## src/design/jddf_pkg.sv

```systemverilog
// ----------------------------------------------------------------------------
// jddf_pkg
// Shared constants and controller/datapath interface types for the justified
// decimal digit formatter.
// ----------------------------------------------------------------------------
package jddf_pkg;

  localparam int MaxDigits   = 10;  // display positions available
  localparam int NumDec      = 10;  // decimal digits of a 31-bit magnitude
  localparam int ValueW      = 32;
  localparam int DigitW      = 4;
  localparam int PosW        = 4;
  localparam int BcdW        = NumDec * DigitW;
  localparam int BitsPerStep = 4;
  localparam int ConvSteps   = ValueW / BitsPerStep;
  localparam int StepCntW    = $clog2(ConvSteps);
  localparam int CfgIdxW     = 2;
  localparam int CfgDataW    = 4;

  // Register indexes of the configuration port.
  localparam logic [CfgIdxW-1:0] RegDigitCount = 2'd0;
  localparam logic [CfgIdxW-1:0] RegLeftAlign  = 2'd1;
  localparam logic [CfgIdxW-1:0] RegZeroFill   = 2'd2;

  localparam logic [PosW-1:0] DigitCountReset = 4'd10;

  typedef struct packed {
    logic load;   // capture the accepted request and clear the converter
    logic step;   // run one conversion step
    logic emit;   // load the output register with the current position
  } jddf_cmd_t;

  typedef struct packed {
    logic out_free;  // output register can take a new result this cycle
    logic last_pos;  // current position is the final one in use
  } jddf_status_t;

endpackage

```

## src/design/jddf_ctrl.sv

```systemverilog
// ----------------------------------------------------------------------------
// jddf_ctrl
// Sequencer: accepts a request, runs the conversion steps, then walks the
// display positions as the output register frees up.
// ----------------------------------------------------------------------------
module jddf_ctrl (
  input  logic                  clk_i,
  input  logic                  rst_ni,
  input  logic                  in_valid_i,
  output logic                  in_stall_o,
  input  jddf_pkg::jddf_status_t status_i,
  output jddf_pkg::jddf_cmd_t    cmd_o
);
  import jddf_pkg::*;

  typedef enum logic [2:0] {
    S_IDLE = 3'b001,
    S_CONV = 3'b010,
    S_EMIT = 3'b100
  } state_e;

  state_e              state_q, state_d;
  logic [StepCntW-1:0] cnt_q, cnt_d;

  always_comb begin
    state_d  = state_q;
    cnt_d    = cnt_q;
    cmd_o    = '0;
    unique case (state_q)
      S_IDLE: begin
        if (in_valid_i) begin
          cmd_o.load = 1'b1;
          cnt_d      = '0;
          state_d    = S_CONV;
        end
      end
      S_CONV: begin
        cmd_o.step = 1'b1;
        cnt_d      = cnt_q + 1'b1;
        if (cnt_q == StepCntW'(ConvSteps - 1)) begin
          state_d = S_EMIT;
        end
      end
      S_EMIT: begin
        if (status_i.out_free) begin
          cmd_o.emit = 1'b1;
          if (status_i.last_pos) begin
            state_d = S_IDLE;
          end
        end
      end
      default: begin
        state_d = S_IDLE;
      end
    endcase
  end

  assign in_stall_o = (state_q != S_IDLE);

  always_ff @(posedge clk_i or negedge rst_ni) begin
    if (!rst_ni) begin
      state_q <= S_IDLE;
      cnt_q   <= '0;
    end else begin
      state_q <= state_d;
      cnt_q   <= cnt_d;
    end
  end

endmodule

```

## src/design/jddf_datapath.sv

```systemverilog
// ----------------------------------------------------------------------------
// jddf_datapath
// Configuration registers, shift-and-add-3 binary to BCD converter and the
// per-position digit selection with its output register.
// ----------------------------------------------------------------------------
module jddf_datapath (
  input  logic                             clk_i,
  input  logic                             rst_ni,
  input  logic                             cfg_write_i,
  input  logic [jddf_pkg::CfgIdxW-1:0]     cfg_index_i,
  input  logic [jddf_pkg::CfgDataW-1:0]    cfg_data_i,
  input  logic signed [jddf_pkg::ValueW-1:0] value_i,
  input  jddf_pkg::jddf_cmd_t              cmd_i,
  output jddf_pkg::jddf_status_t           status_o,
  output logic                             out_valid_o,
  input  logic                             out_stall_i,
  output logic [jddf_pkg::PosW-1:0]        position_o,
  output logic [jddf_pkg::DigitW-1:0]      digit_o,
  output logic                             blank_o,
  output logic                             last_o
);
  import jddf_pkg::*;

  // Configuration.
  logic [PosW-1:0] digit_count_q;
  logic            left_align_q;
  logic            zero_fill_q;

  always_ff @(posedge clk_i or negedge rst_ni) begin
    if (!rst_ni) begin
      digit_count_q <= DigitCountReset;
      left_align_q  <= 1'b0;
      zero_fill_q   <= 1'b0;
    end else if (cfg_write_i) begin
      if (cfg_index_i == RegDigitCount) begin
        digit_count_q <= cfg_data_i[PosW-1:0];
      end
      if (cfg_index_i == RegLeftAlign) begin
        left_align_q <= cfg_data_i[0];
      end
      if (cfg_index_i == RegZeroFill) begin
        zero_fill_q <= cfg_data_i[0];
      end
    end
  end

  // Converter: several shift-and-add-3 steps per cycle.
  logic [ValueW-1:0] bin_q, bin_d;
  logic [BcdW-1:0]   bcd_q, bcd_d;
  logic              neg_q;

  always_comb begin
    bcd_d = bcd_q;
    bin_d = bin_q;
    for (int s = 0; s < BitsPerStep; s++) begin
      for (int d = 0; d < NumDec; d++) begin
        if (bcd_d[d*DigitW +: DigitW] >= DigitW'(5)) begin
          bcd_d[d*DigitW +: DigitW] = bcd_d[d*DigitW +: DigitW] + DigitW'(3);
        end
      end
      bcd_d = {bcd_d[BcdW-2:0], bin_d[ValueW-1]};
      bin_d = {bin_d[ValueW-2:0], 1'b0};
    end
  end

  always_ff @(posedge clk_i) begin
    if (cmd_i.load) begin
      neg_q <= value_i[ValueW-1];
      // A negative number shows fill only, so its magnitude is never needed.
      bin_q <= value_i[ValueW-1] ? '0 : value_i;
      bcd_q <= '0;
    end else if (cmd_i.step) begin
      bin_q <= bin_d;
      bcd_q <= bcd_d;
    end
  end

  // Digit view, field width and number length.
  logic [DigitW-1:0] dec_w [NumDec];
  logic [PosW-1:0]   width_w;
  logic [PosW-1:0]   len_w;

  always_comb begin
    for (int d = 0; d < NumDec; d++) begin
      dec_w[d] = bcd_q[d*DigitW +: DigitW];
    end
  end

  always_comb begin
    len_w = PosW'(1);
    for (int d = 0; d < NumDec; d++) begin
      if (dec_w[d] != '0) begin
        len_w = PosW'(d + 1);
      end
    end
  end

  always_comb begin
    priority if (digit_count_q == '0) begin
      width_w = PosW'(1);
    end else if (digit_count_q > PosW'(MaxDigits)) begin
      width_w = PosW'(MaxDigits);
    end else begin
      width_w = digit_count_q;
    end
  end

  // Position walk.
  logic [PosW-1:0]   pos_q;
  logic [PosW-1:0]   rev_w;
  logic [PosW-1:0]   idx_w;
  logic              show_w;
  logic [DigitW-1:0] sel_digit_w;

  always_comb begin
    rev_w = width_w - PosW'(1) - pos_q;
    if (left_align_q) begin
      show_w = (pos_q < len_w);
      idx_w  = len_w - PosW'(1) - pos_q;
    end else begin
      show_w = (rev_w < len_w);
      idx_w  = rev_w;
    end
    show_w      = show_w && !neg_q;
    sel_digit_w = show_w ? dec_w[idx_w] : '0;
  end

  always_ff @(posedge clk_i) begin
    if (cmd_i.load) begin
      pos_q <= '0;
    end else if (cmd_i.emit) begin
      pos_q <= pos_q + PosW'(1);
    end
  end

  logic out_valid_q;

  always_ff @(posedge clk_i or negedge rst_ni) begin
    if (!rst_ni) begin
      out_valid_q <= 1'b0;
    end else if (cmd_i.emit) begin
      out_valid_q <= 1'b1;
    end else if (!out_stall_i) begin
      out_valid_q <= 1'b0;
    end
  end

  always_ff @(posedge clk_i) begin
    if (cmd_i.emit) begin
      position_o <= pos_q;
      digit_o    <= sel_digit_w;
      blank_o    <= !show_w && !zero_fill_q;
      last_o     <= status_o.last_pos;
    end
  end

  assign out_valid_o       = out_valid_q;
  assign status_o.out_free = !out_valid_q || !out_stall_i;
  assign status_o.last_pos = (pos_q == width_w - PosW'(1));

endmodule

```

## src/design/justified_decimal_digit_formatter_core.sv

```systemverilog
// ----------------------------------------------------------------------------
// justified_decimal_digit_formatter_core
// Turns a signed 32-bit number into one digit-or-blank result per display
// position, leftmost first, with configurable width, justification and fill.
// ----------------------------------------------------------------------------
// Usage:
//   A request on the input channel (in_valid_i high, in_stall_o low) carries
//   one value. The block then produces N results on the output channel, one
//   per display position from 0 to N-1, where N is the configured field width
//   (digit_count, 0 reads as 1 and values above ten read as ten). The final
//   result of a request has last_o set.
//   The binary to BCD converter works four bits a cycle, and the first result
//   is loaded into the output register once the conversion has finished and
//   the register is free. A new request is taken only after the previous one
//   is through; in_stall_o stays high until the last result has been loaded
//   into the output register.
//   A stall on the output holds the current result and freezes the position
//   walk; the converter is finished by then, so nothing else waits on it.
//   Configuration writes (cfg_valid_i with cfg_ready_o, always ready) set
//   digit_count, left_align and zero_fill; write them only while idle.
//   Reset clears the sequencer and the output valid flag and restores a width
//   of ten, right justification and blank fill.
// ----------------------------------------------------------------------------
module justified_decimal_digit_formatter_core (
  input  logic                               clk_i,
  input  logic                               rst_ni,
  input  logic                               cfg_valid_i,
  output logic                               cfg_ready_o,
  input  logic [jddf_pkg::CfgIdxW-1:0]       cfg_index_i,
  input  logic [jddf_pkg::CfgDataW-1:0]      cfg_data_i,
  input  logic                               in_valid_i,
  output logic                               in_stall_o,
  input  logic signed [jddf_pkg::ValueW-1:0] value_i,
  output logic                               out_valid_o,
  input  logic                               out_stall_i,
  output logic [jddf_pkg::PosW-1:0]          position_o,
  output logic [jddf_pkg::DigitW-1:0]        digit_o,
  output logic                               blank_o,
  output logic                               last_o
);
  import jddf_pkg::*;

  jddf_cmd_t    cmd;
  jddf_status_t status;

  assign cfg_ready_o = 1'b1;

  jddf_ctrl u_ctrl (
    .clk_i      (clk_i),
    .rst_ni     (rst_ni),
    .in_valid_i (in_valid_i),
    .in_stall_o (in_stall_o),
    .status_i   (status),
    .cmd_o      (cmd)
  );

  jddf_datapath u_datapath (
    .clk_i       (clk_i),
    .rst_ni      (rst_ni),
    .cfg_write_i (cfg_valid_i && cfg_ready_o),
    .cfg_index_i (cfg_index_i),
    .cfg_data_i  (cfg_data_i),
    .value_i     (value_i),
    .cmd_i       (cmd),
    .status_o    (status),
    .out_valid_o (out_valid_o),
    .out_stall_i (out_stall_i),
    .position_o  (position_o),
    .digit_o     (digit_o),
    .blank_o     (blank_o),
    .last_o      (last_o)
  );

  // A result is only loaded when the output register can take it.
  assert property (@(posedge clk_i) disable iff (!rst_ni)
    cmd.emit |-> status.out_free)
    else $error("result loaded over a held result");

  // The converter is only restarted by an accepted request.
  assert property (@(posedge clk_i) disable iff (!rst_ni)
    cmd.load |-> (in_valid_i && !in_stall_o))
    else $error("load without an accepted request");

  // Loading the final position returns the block to idle.
  assert property (@(posedge clk_i) disable iff (!rst_ni)
    (cmd.emit && status.last_pos) |=> (!in_stall_o && out_valid_o && last_o))
    else $error("block not idle after the final result");

endmodule
```

## config.mk

```make
export PLATFORM = sky130hd
export DESIGN_NAME = justified_decimal_digit_formatter_core
export DESIGN_NICKNAME = d
export VERILOG_FILES = /design/src/design/jddf_pkg.sv /design/src/design/jddf_ctrl.sv /design/src/design/jddf_datapath.sv /design/src/design/justified_decimal_digit_formatter_core.sv
export SDC_FILE = /design/constraint.sdc
export NUM_CORES = 1
export LEC_CHECK = 0
export ABC_AREA = 1
export BUFFER_PORTS_ARGS = -buffer_cell sky130_fd_sc_hd__buf_2
export CAP_MARGIN = 20
export CORE_UTILIZATION = 60
export CTS_CLUSTER_DIAMETER = 30
export DETAILED_ROUTE_END_ITERATION = 8
export MAX_ROUTING_LAYER = met4
export PLACE_DENSITY = 0.75
export SLEW_MARGIN = 25
export SYNTH_ARGS = -nofsm -noshare
export SYNTH_HDL_FRONTEND = slang
export SYNTH_SLANG_ARGS = --single-unit
```

## constraint.sdc

```tcl
create_clock -name clk_i -period 7.4 [get_ports clk_i]
set_input_delay 1.11 -clock clk_i [delete_from_list [all_inputs] [get_ports clk_i]]
set_output_delay 1.11 -clock clk_i [all_outputs]
set_load 0.03 [all_outputs]
```

== Word level (Yosys, flattened, before mapping) ==
Cells that the tools add are included.

* Register bits: 100
* Bits in latches: 0
* RAM bits: 0
* Bits in read-only memories: 0
* Output and inout bits: 13
* Memories: 0

* $add $sub $neg: 46
* Multipliers: 0
* Divide/modulo/power cells: 0
* Order comparisons: 44
* Eq/ne operators: 13
* Shift-type cells: 0
* Mux-type cells: 73
* Bitwise logic cells: 1
* Reductions and logical operators: 26

{| class="wikitable"
|+ Operators with widths
! cell !! number
|-
| 2-to-1 mux 4 bit || 44
|-
| greater-or-equal comparator 4 x 3 -> 1 bit, second input constant || 40
|-
| adder 4 x 2 -> 4 bit, second input constant || 36
|-
| 2-to-1 mux 32 bit || 2
|-
| 2-to-1 mux 3 bit || 13
|-
| nonzero test 4 bit || 9
|-
| 2-to-1 mux 31 bit || 1
|-
| binary-select mux 4 bit (select 4 bit) || 1
|-
| adder 3 x 2 -> 3 bit, second input constant || 4
|-
| one-hot mux 3 bit (3 select lines) || 1
|-
| less-than comparator 4 bit || 2
|-
| 2-to-1 mux 1 bit || 8
|-
| AND reduction 2 bit || 4
|-
| subtractor 4 x 1 -> 4 bit, second input constant || 2
|-
| subtractor 4 bit || 2
|-
| equality test 3 bit, second input constant || 2
|-
| inequality test 2 bit, second input constant || 3
|-
| one-hot mux 3 bit (2 select lines) || 1
|-
| greater-or-equal comparator 5 bit, second input constant || 1
|-
| zero test 1 bit || 5
|-
| NOT 4 -> 5 bit || 1
|-
| adder 4 x 1 -> 4 bit, second input constant || 1
|-
| equality test 4 bit || 1
|-
| greater-than comparator 4 bit, second input constant || 1
|-
| 14 further kinds || 18
|}

== Longest topological paths before layout ==
Gate-level depths: netlist of the first run.

* Depth in word-level cells: 17
* Depth in mapped cells: 31
* Depth with buffers taken out: 31

== Cells and area by module ==
Synthesis of the first run repeated with hierarchy kept, for this count alone.

* Cells, all modules: 1,338
* Area, all modules: 8,808.4 µm²

{| class="wikitable"
|+ Modules (own cells, without submodules)
! module !! times used !! cells each !! area each (µm²) !! seq. area each (µm²)
|-
| jddf_datapath || 1 || 1,299 || 8,474.4 || 2,349.8
|-
| jddf_ctrl || 1 || 37 || 322.8 || 151.4
|-
| justified_decimal_digit_formatter_core || 1 || 2 || 11.3 || 0.0
|}

== Least setup slack after synthesis of the first run ==
Ideal clock, no wire load.

* Path type: register -> register
* From: reg u_datapath.bcd_q[16]
* To: reg u_datapath.digit_o[2] in the netlist's numbering (data pin)
* Library setup time: 139 ps
* Arrival time: 3,060 ps
* Required time: 7,261 ps
* Path slack: 4,201 ps
* Stages on the path, launching flop included: 22
* Cells stage by stage: dfxtp_1 -> inv_1 -> ha_1 -> inv_1 -> nor2_1 -> inv_1 -> nor2_1 -> a21oi_1 -> o21bai_1 -> a21oi_1 -> ha_1 -> fa_1 -> mux2i_1 -> clkbuf_1 -> o21ai_0 -> o32ai_1 -> nand2_1 -> nand2_1 -> inv_1 -> o22ai_1 -> inv_1 -> nor2_1

* Cells in the longest elaborated chain, start to end: 14
* Elaborated cells between the ends (all ways): 18
* Classes of those cells: add/sub: 2; order compare: 2; mux: 11; bitwise: 1; reduce/logical: 2

{| class="wikitable"
|+ Ends and longest elaborated chain
! item !! RTL line !! source
|-
| start, declared || jddf_datapath.sv:49 || <nowiki>logic [BcdW-1:0] bcd_q, bcd_d;</nowiki>
|-
| start signal, assigned || jddf_datapath.sv:71 || <nowiki>bcd_q <= '0;</nowiki>
|-
| start signal, assigned || jddf_datapath.sv:74 || <nowiki>bcd_q <= bcd_d;</nowiki>
|-
| nonzero test 4 bit (*) || jddf_datapath.sv:92 || <nowiki>if (dec_w[d] != '0) begin</nowiki>
|-
| 2-to-1 mux 3 bit (*) (3 in series) || jddf_datapath.sv:92 ||
|-
| 2-to-1 mux 4 bit (*) (3 in series) || jddf_datapath.sv:92 ||
|-
| subtractor 4 x 1 -> 4 bit || jddf_datapath.sv:119 || <nowiki>idx_w = len_w - PosW'(1) - pos_q;</nowiki>
|-
| subtractor 4 bit || jddf_datapath.sv:119 ||
|-
| 2-to-1 mux 4 bit || jddf_datapath.sv:117 || <nowiki>if (left_align_q) begin</nowiki>
|-
| NOT 4 -> 5 bit (not written as such) || jddf_datapath.sv:125 || <nowiki>sel_digit_w = show_w ? dec_w[idx_w] : '0;</nowiki>
|-
| binary-select mux 4 bit (select 4 bit) || jddf_datapath.sv:125 ||
|-
| 2-to-1 mux 4 bit (not written as such) (2 in series) || jddf_datapath.sv:125 ||
|-
| end signal, assigned || jddf_datapath.sv:151 || <nowiki>digit_o <= sel_digit_w;</nowiki>
|-
| end, declared || jddf_datapath.sv:18 || <nowiki>output logic [jddf_pkg::DigitW-1:0] digit_o,</nowiki>
|}

Mark *: on every way between the ends. The rest lies on a longest branch, timed or not. The select of a mux whose other input is x is not followed.
A chain may end at the register's enable or synchronous reset.

== Final worst setup path of the first run ==
* From: reg u_datapath.bcd_q[16]
* To: reg u_datapath.digit_o[0] in the netlist's numbering (data pin)

* Cells in the longest elaborated chain, start to end: 14
* Elaborated cells between the ends (all ways): 18
* Classes of those cells: add/sub: 2; order compare: 2; mux: 11; bitwise: 1; reduce/logical: 2

{| class="wikitable"
|+ Ends and longest elaborated chain
! item !! RTL line
|-
| nonzero test 4 bit || jddf_datapath.sv:92
|-
| 2-to-1 mux 3 bit (3 in series) || jddf_datapath.sv:92
|-
| 2-to-1 mux 4 bit (3 in series) || jddf_datapath.sv:92
|-
| subtractor 4 x 1 -> 4 bit || jddf_datapath.sv:119
|-
| subtractor 4 bit || jddf_datapath.sv:119
|-
| 2-to-1 mux 4 bit || jddf_datapath.sv:117
|-
| NOT 4 -> 5 bit (not written as such) || jddf_datapath.sv:125
|-
| binary-select mux 4 bit (select 4 bit) || jddf_datapath.sv:125
|-
| 2-to-1 mux 4 bit (not written as such) (2 in series) || jddf_datapath.sv:125
|}

Several ways; a longest one is shown, not always the timed one. The select of a mux whose other input is x is not followed.

==> results of run 1 <==
-- layer usage --
layer | global-route usage | up-vias | share of wire
li1 | - | 4458 | -
met1 | 0.343 | 3787 | 0.47
met2 | 0.471 | 160 | 0.48
met3 | 0.0346 | 18 | 0.039
met4 | 0.0715 | 0 | 0.014
met5 | - | - | 0
-- layout make-up --
cell class | count | area share
sequential | 100 | 0.261
multi-input combinational | 982 | 0.553
clock inverter | 7 | 0.00926
tap | 184 | 0.0240
clock buffer | 9 | 0.0235
inverter | 254 | 0.0995
timing repair buffer | 57 | 0.0305
-- synthesized netlist by cell type, drive strengths merged, types with 2 or more instances --
master  instances
nand2         442
inv           252
nand3         156
o21ai         105
nor2           84
ha             61
dfxtp          44
edfxtp         43
a21oi          33
nand4          30
clkbuf         17
o22ai          12
dfrtp          10
nand3b          8
o32ai           8
buf             6
xnor2           6
and2            5
nor3            5
xor2            5
dfstp           3
o21bai          3
a21o            2
a22o            2
a31oi           2
clkinv          2
fa              2
o211ai          2
or2             2
-- state kept, by name, indices dropped and copies added, names as in the netlist, 3 cells and up --
register,flops
u_datapath.bcd_q,40
u_datapath.bin_q,32
u_datapath.digit_count_q,4
u_datapath.digit_o,4
u_datapath.pos_q,4
u_datapath.position_o,4
u_ctrl.cnt_q,3
u_ctrl.state_q,3
-- per-stage QoR --
| step | setup WS [ps] | hold WS [ps] |
|---|---|---|
| floorplan | 4200 | 422 |
| global placement | 3590 | 442 |
| detailed placement | 3310 | 449 |
| CTS | 3270 | 465 |
| global route | 3060 | 508 |
| finish | 3510 | 467 |
-- final timing paths --
check | start | end | depth (start not counted)
worst max register to register | u_datapath.bcd_q[16] | u_datapath.digit_o[0] | 20
max in group asynchronous | rst_ni | u_ctrl.state_q[0] | 1
worst min register to register | u_datapath.bin_q[28] | u_datapath.bcd_q[0] | 2
worst max-delay path | u_datapath.bcd_q[16] | u_datapath.digit_o[0] | 20
min in group asynchronous | rst_ni | u_datapath.left_align_q | 1
worst min-delay path | u_datapath.bin_q[28] | u_datapath.bcd_q[0] | 2
-- worst max-delay path, cell delays in order, from the launching register on --
cell      delay, ps
dfxtp_1         430
inv_1           110
ha_1            230
inv_1            60
nor2_1           30
inv_1            70
nor2_1           60
a21oi_1         190
o21bai_1         90
a21oi_1         250
ha_1            250
fa_1            440
mux2i_2         630
o21ai_0         250
o32ai_1         200
nand2_1         100
nand2_1          80
inv_1            40
o22ai_1         110
inv_1            60
nor2_1           90
-- kinds of logic after synthesis --
kind of cell             after synthesis  synth area share
buffers and inverters                277             0.119
other                                  1          0.000424
adder cells (fa/ha/maj)               63            0.0908
multiplexers                           2           0.00240
XOR/XNOR                              11            0.0109
AND/OR/NAND/NOR                      733             0.382
flip-flops                           100             0.283
AO/OA/AOI/OAI                        172             0.112
==> flow_summary.json, run 1 <==
{
  "status": "finished clean",
  "ant_nets": 0,
  "grt_first_pass_wirelength_um": 32400,
  "cts_resized": 0,
  "area_growth_pct": 8.40,
  "clk_latency_ps": 360,
  "dieWidth_um": 123,
  "fp-row-count": 44,
  "grt_max_degree": 56,
  "port_buffers": 54,
  "detail_route.wl_per_cell_um": 12.3,
  "fp.coreArea_mm2": 0.0145,
  "htree_levels": 3,
  "synth_cell_types": 47,
  "crit_fanout": 17,
  "post_cts_buffers": 0,
  "numCtsBuffers": 9,
  "vias": 8423,
  "grt_pass1_vias": 7419,
  "syn_inst": 1359,
  "synth-edff-count": 43,
  "die_h_um": 123,
  "diodes": 0,
  "synth_area_leader_cell": "nand2_1",
  "finalHoldViolations": 0,
  "mostFrequentLayoutCells": "nand2_1 (389), inv_1 (241), nand3_1 (130)",
  "rsz0062_at_grt": "false",
  "syn_avg_cell_area_um2": 6.51,
  "start_util": 0.611,
  "grt-ovfl-total": 0,
  "final-seq-area_mm2": 0.00250,
  "gp_congestion": 0.911,
  "crit_type": "reg -> reg",
  "dpl_cell_area_mm2": 0.00928,
  "nFillCells": 1343,
  "fin_worst_skew_ps": 9.76,
  "seq_area_frac_synth": 0.283,
  "synthesis.nets": 1465,
  "multiInputGateArea_mm2": 0.00530,
  "yosys_warnings": 0,
  "reg2reg_slack_ps": 3510,
  "final_nets": 1510,
  "syn_area_mm2": 0.00885,
  "cts-root-buf": "clkbuf_16",
  "async_reset_ff_frac": 0.130,
  "fin_area_mm2": 0.00959,
  "clockBufferDepth": 2,
  "synth-seq-cells": 100,
  "netlist_top_cells_area": "nand2_1 (16%), edfxtp_1 (15%), inv_1 (10%)",
  "firstDrtPassIters": 5,
  "maxSlewHeadroom": 0.394,
  "drt_wl_total_um": 19600,
  "drive_above_1_share": 0.132,
  "period_needed_ps": 3890,
  "dr.first_iter.drc_count": 536,
  "max_slew.worst_pin.slew_ps": 909,
  "finalCritPeriodShare": 0.526,
  "via_per_inst": 5.29,
  "start_kind": "register",
  "clkSlewWorstSetupHoldPaths_ps": 80,
  "yosys.area.top_type_share": 0.165,
  "drc": 0,
  "maxCapViolCount": 0,
  "fmax_mhz": 257,
  "fin_util": 0.663,
  "final_common_cell": "nand2_1",
  "clock_sinks": 100,
  "dp_cells": 1577,
  "arrival_ps": 4110,
  "dpl.hpwl_um": 14900,
  "setup_viol": 0,
  "dieArea_mm2": 0.0152,
  "finalSetupTns_ps": 0,
  "drv_slew": 0,
  "hold_buffers": 0,
  "worstHoldPathType": "reg -> reg",
  "pin_count": 56,
  "tritoncts": "built",
  "fin_cells": 1593,
  "crit_required_ps": 7620,
  "antenna_found_initial": 0,
  "ys.flop_type": "dfxtp_1",
  "grtUsageTotal": 0.276,
  "cp-end-kind": "register"
}
Power of run 1 is left out: the tool's default activity adds up to more than one toggle a clock period on the data nets, which glitch-free logic cannot reach.
==> inputs of run 2 (changes only) <==
==> constraint.sdc (replaced) <==
create_clock -name clk_i -period 4.08 [get_ports clk_i]
set_input_delay 0.612 -clock clk_i [delete_from_list [all_inputs] [get_ports clk_i]]
set_output_delay 0.612 -clock clk_i [all_outputs]
set_load 0.03 [all_outputs]
==> flow_summary.json, run 2 (same netlist as run 1, synthesis figures left out) <==
{
  "final_nets": 1514,
  "crit_type": "reg -> reg",
  "setup_viol": 0,
  "detail_route.wl_per_cell_um": 12.3,
  "critical-path-top-delay-family": "adder cells",
  "worstHoldPathType": "in -> async",
  "status": "finished clean",
  "fmax_mhz": 284,
  "final-seq-area_mm2": 0.00250,
  "finalSetupTns_ps": 0,
  "crit_slowest_cell": "dfxtp_1",
  "crit_buf_inv": 6,
  "fp.coreArea_mm2": 0.0145,
  "setup_slack_ps": 562,
  "fp-row-count": 44,
  "post_cts_buffers": 0,
  "clockBufferDepth": 2,
  "critPathMaxStageDelay_ps": 440,
  "crit_required_ps": 4290,
  "gp_congestion": 0.886,
  "finalCritPeriodShare": 0.862,
  "clk_latency_ps": 360,
  "maxSlewHeadroom": 0.488,
  "cts_resized": 0,
  "final_common_cell": "nand2_1",
  "largest_register_ff_count": 40,
  "antenna_found_initial": 0,
  "start_kind": "register",
  "dieArea_mm2": 0.0152,
  "vias": 8408,
  "drt_wl_total_um": 19700,
  "drv_slew": 0,
  "dr.first_iter.drc_count": 454,
  "clkSlewWorstSetupHoldPaths_ps": 70,
  "die_h_um": 123,
  "multiInputGateArea_mm2": 0.00530,
  "nFillCells": 1347,
  "htree_levels": 3,
  "tritoncts": "built",
  "crit_fanout": 17,
  "finalHoldViolations": 0,
  "numCtsBuffers": 9,
  "max_flop_register": "u_datapath.bcd_q",
  "crit_path_frequent_cell": "inv_1",
  "dieWidth_um": 123,
  "firstDrtPassIters": 5,
  "port_buffers": 54,
  "diodes": 0,
  "dp_slack_ps": 681,
  "top_regs": "u_datapath.bcd_q (40), u_datapath.bin_q (32)",
  "dpl.hpwl_um": 15100,
  "hold_buffers": 0,
  "grt_first_pass_wirelength_um": 33100,
  "fin_worst_skew_ps": 5.11,
  "cp-end-kind": "register",
  "drive_above_1_share": 0.134,
  "rsz0062_at_grt": "false",
  "drc": 0,
  "mostFrequentLayoutCells": "nand2_1 (389), inv_1 (241), nand3_1 (130)",
  "arrival_ps": 3730,
  "via_per_inst": 5.26,
  "grt_pass1_vias": 7490,
  "ff2ff_path_depth": 21,
  "area_growth_pct": 8.45,
  "start_util": 0.611,
  "maxCapViolCount": 0,
  "grtUsageTotal": 0.282,
  "period_needed_ps": 3520,
  "pin_count": 56,
  "worstSetupPathDepth": 21,
  "max_slew.worst_pin.slew_ps": 765,
  "cts-root-buf": "clkbuf_16",
  "crit_chain": "inv_1 -> ha_1 -> inv_1 -> nor2_1 -> inv_1 -> nor2_1 -> a21oi_1 -> o21bai_1 -> a21oi_1 -> ha_1 -> fa_1 -> mux2i_1 -> buf_4 -> o21ai_0 -> o32ai_1 -> nand2_1 -> nand2_1 -> inv_1 -> o22ai_1 -> inv_1 -> nor2_1",
  "clock_sinks": 100,
  "grt-ovfl-total": 0,
  "grt_max_degree": 56,
  "ant_nets": 0
}
==> run 2: path summary, 6_finish.rpt <==
check                                      from  slack [ps]                       to
max                        u_datapath.bcd_q[16]         560    u_datapath.digit_o[2]
min                                      rst_ni         120  u_datapath.left_align_q
max reg2reg                u_datapath.bcd_q[16]         560    u_datapath.digit_o[2]
min reg2reg                u_datapath.bin_q[28]         450      u_datapath.bcd_q[0]
max in group asynchronous                rst_ni        3680        u_ctrl.state_q[0]
min in group clk_i         u_datapath.bin_q[28]         450      u_datapath.bcd_q[0]
==> run 2: through the flow <==
| stage | instances | hold slack, ps | utilization | area [um^2] |
|---|---|---|---|---|
| final | 1597 | 125 | 0.663 | 9600 |
| after floorplan | 1359 | 316 | - | 8850 |
| after detailed placement | 1581 | 454 | 0.643 | 9310 |
| after global placement | 1581 | 434 | 0.643 | 9310 |
| after CTS | 1597 | 127 | 0.663 | 9600 |
| after global routing | 1597 | 137 | 0.663 | 9600 |
==> run 2: worst register-to-register path, cell delays in order (launching register included) <==
cell and delay (ps):
dfxtp_1 440, inv_1 120, ha_1 240, inv_1 60, nor2_1 30, inv_1 70, nor2_1 60, a21oi_1 210
o21bai_1 90, a21oi_1 230, ha_1 250, fa_1 420, mux2i_1 170, buf_4 230, o21ai_0 130, o32ai_1 130
nand2_1 90, nand2_1 80, inv_1 40, o22ai_1 120, inv_1 60, nor2_1 120
==> run 2: per-layer routing <==
metal	wire (um)	vias to the layer above	track usage
met5	0	-	-
met4	421	0	0.0889
met3	688	29	0.0406
met2	9400	135	0.471
met1	9180	3767	0.352
li1	-	4477	-
==> run 2: layout make-up <==
class | count | share of cell area
Clock buffer | 9 | 0.0235
Inverter | 254 | 0.0993
Clock inverter | 7 | 0.00717
Tap cell | 184 | 0.0240
Sequential cell | 100 | 0.261
Multi-Input combinational cell | 982 | 0.552
Timing Repair Buffer | 61 | 0.0336
Power of run 2 is left out for the same reason.
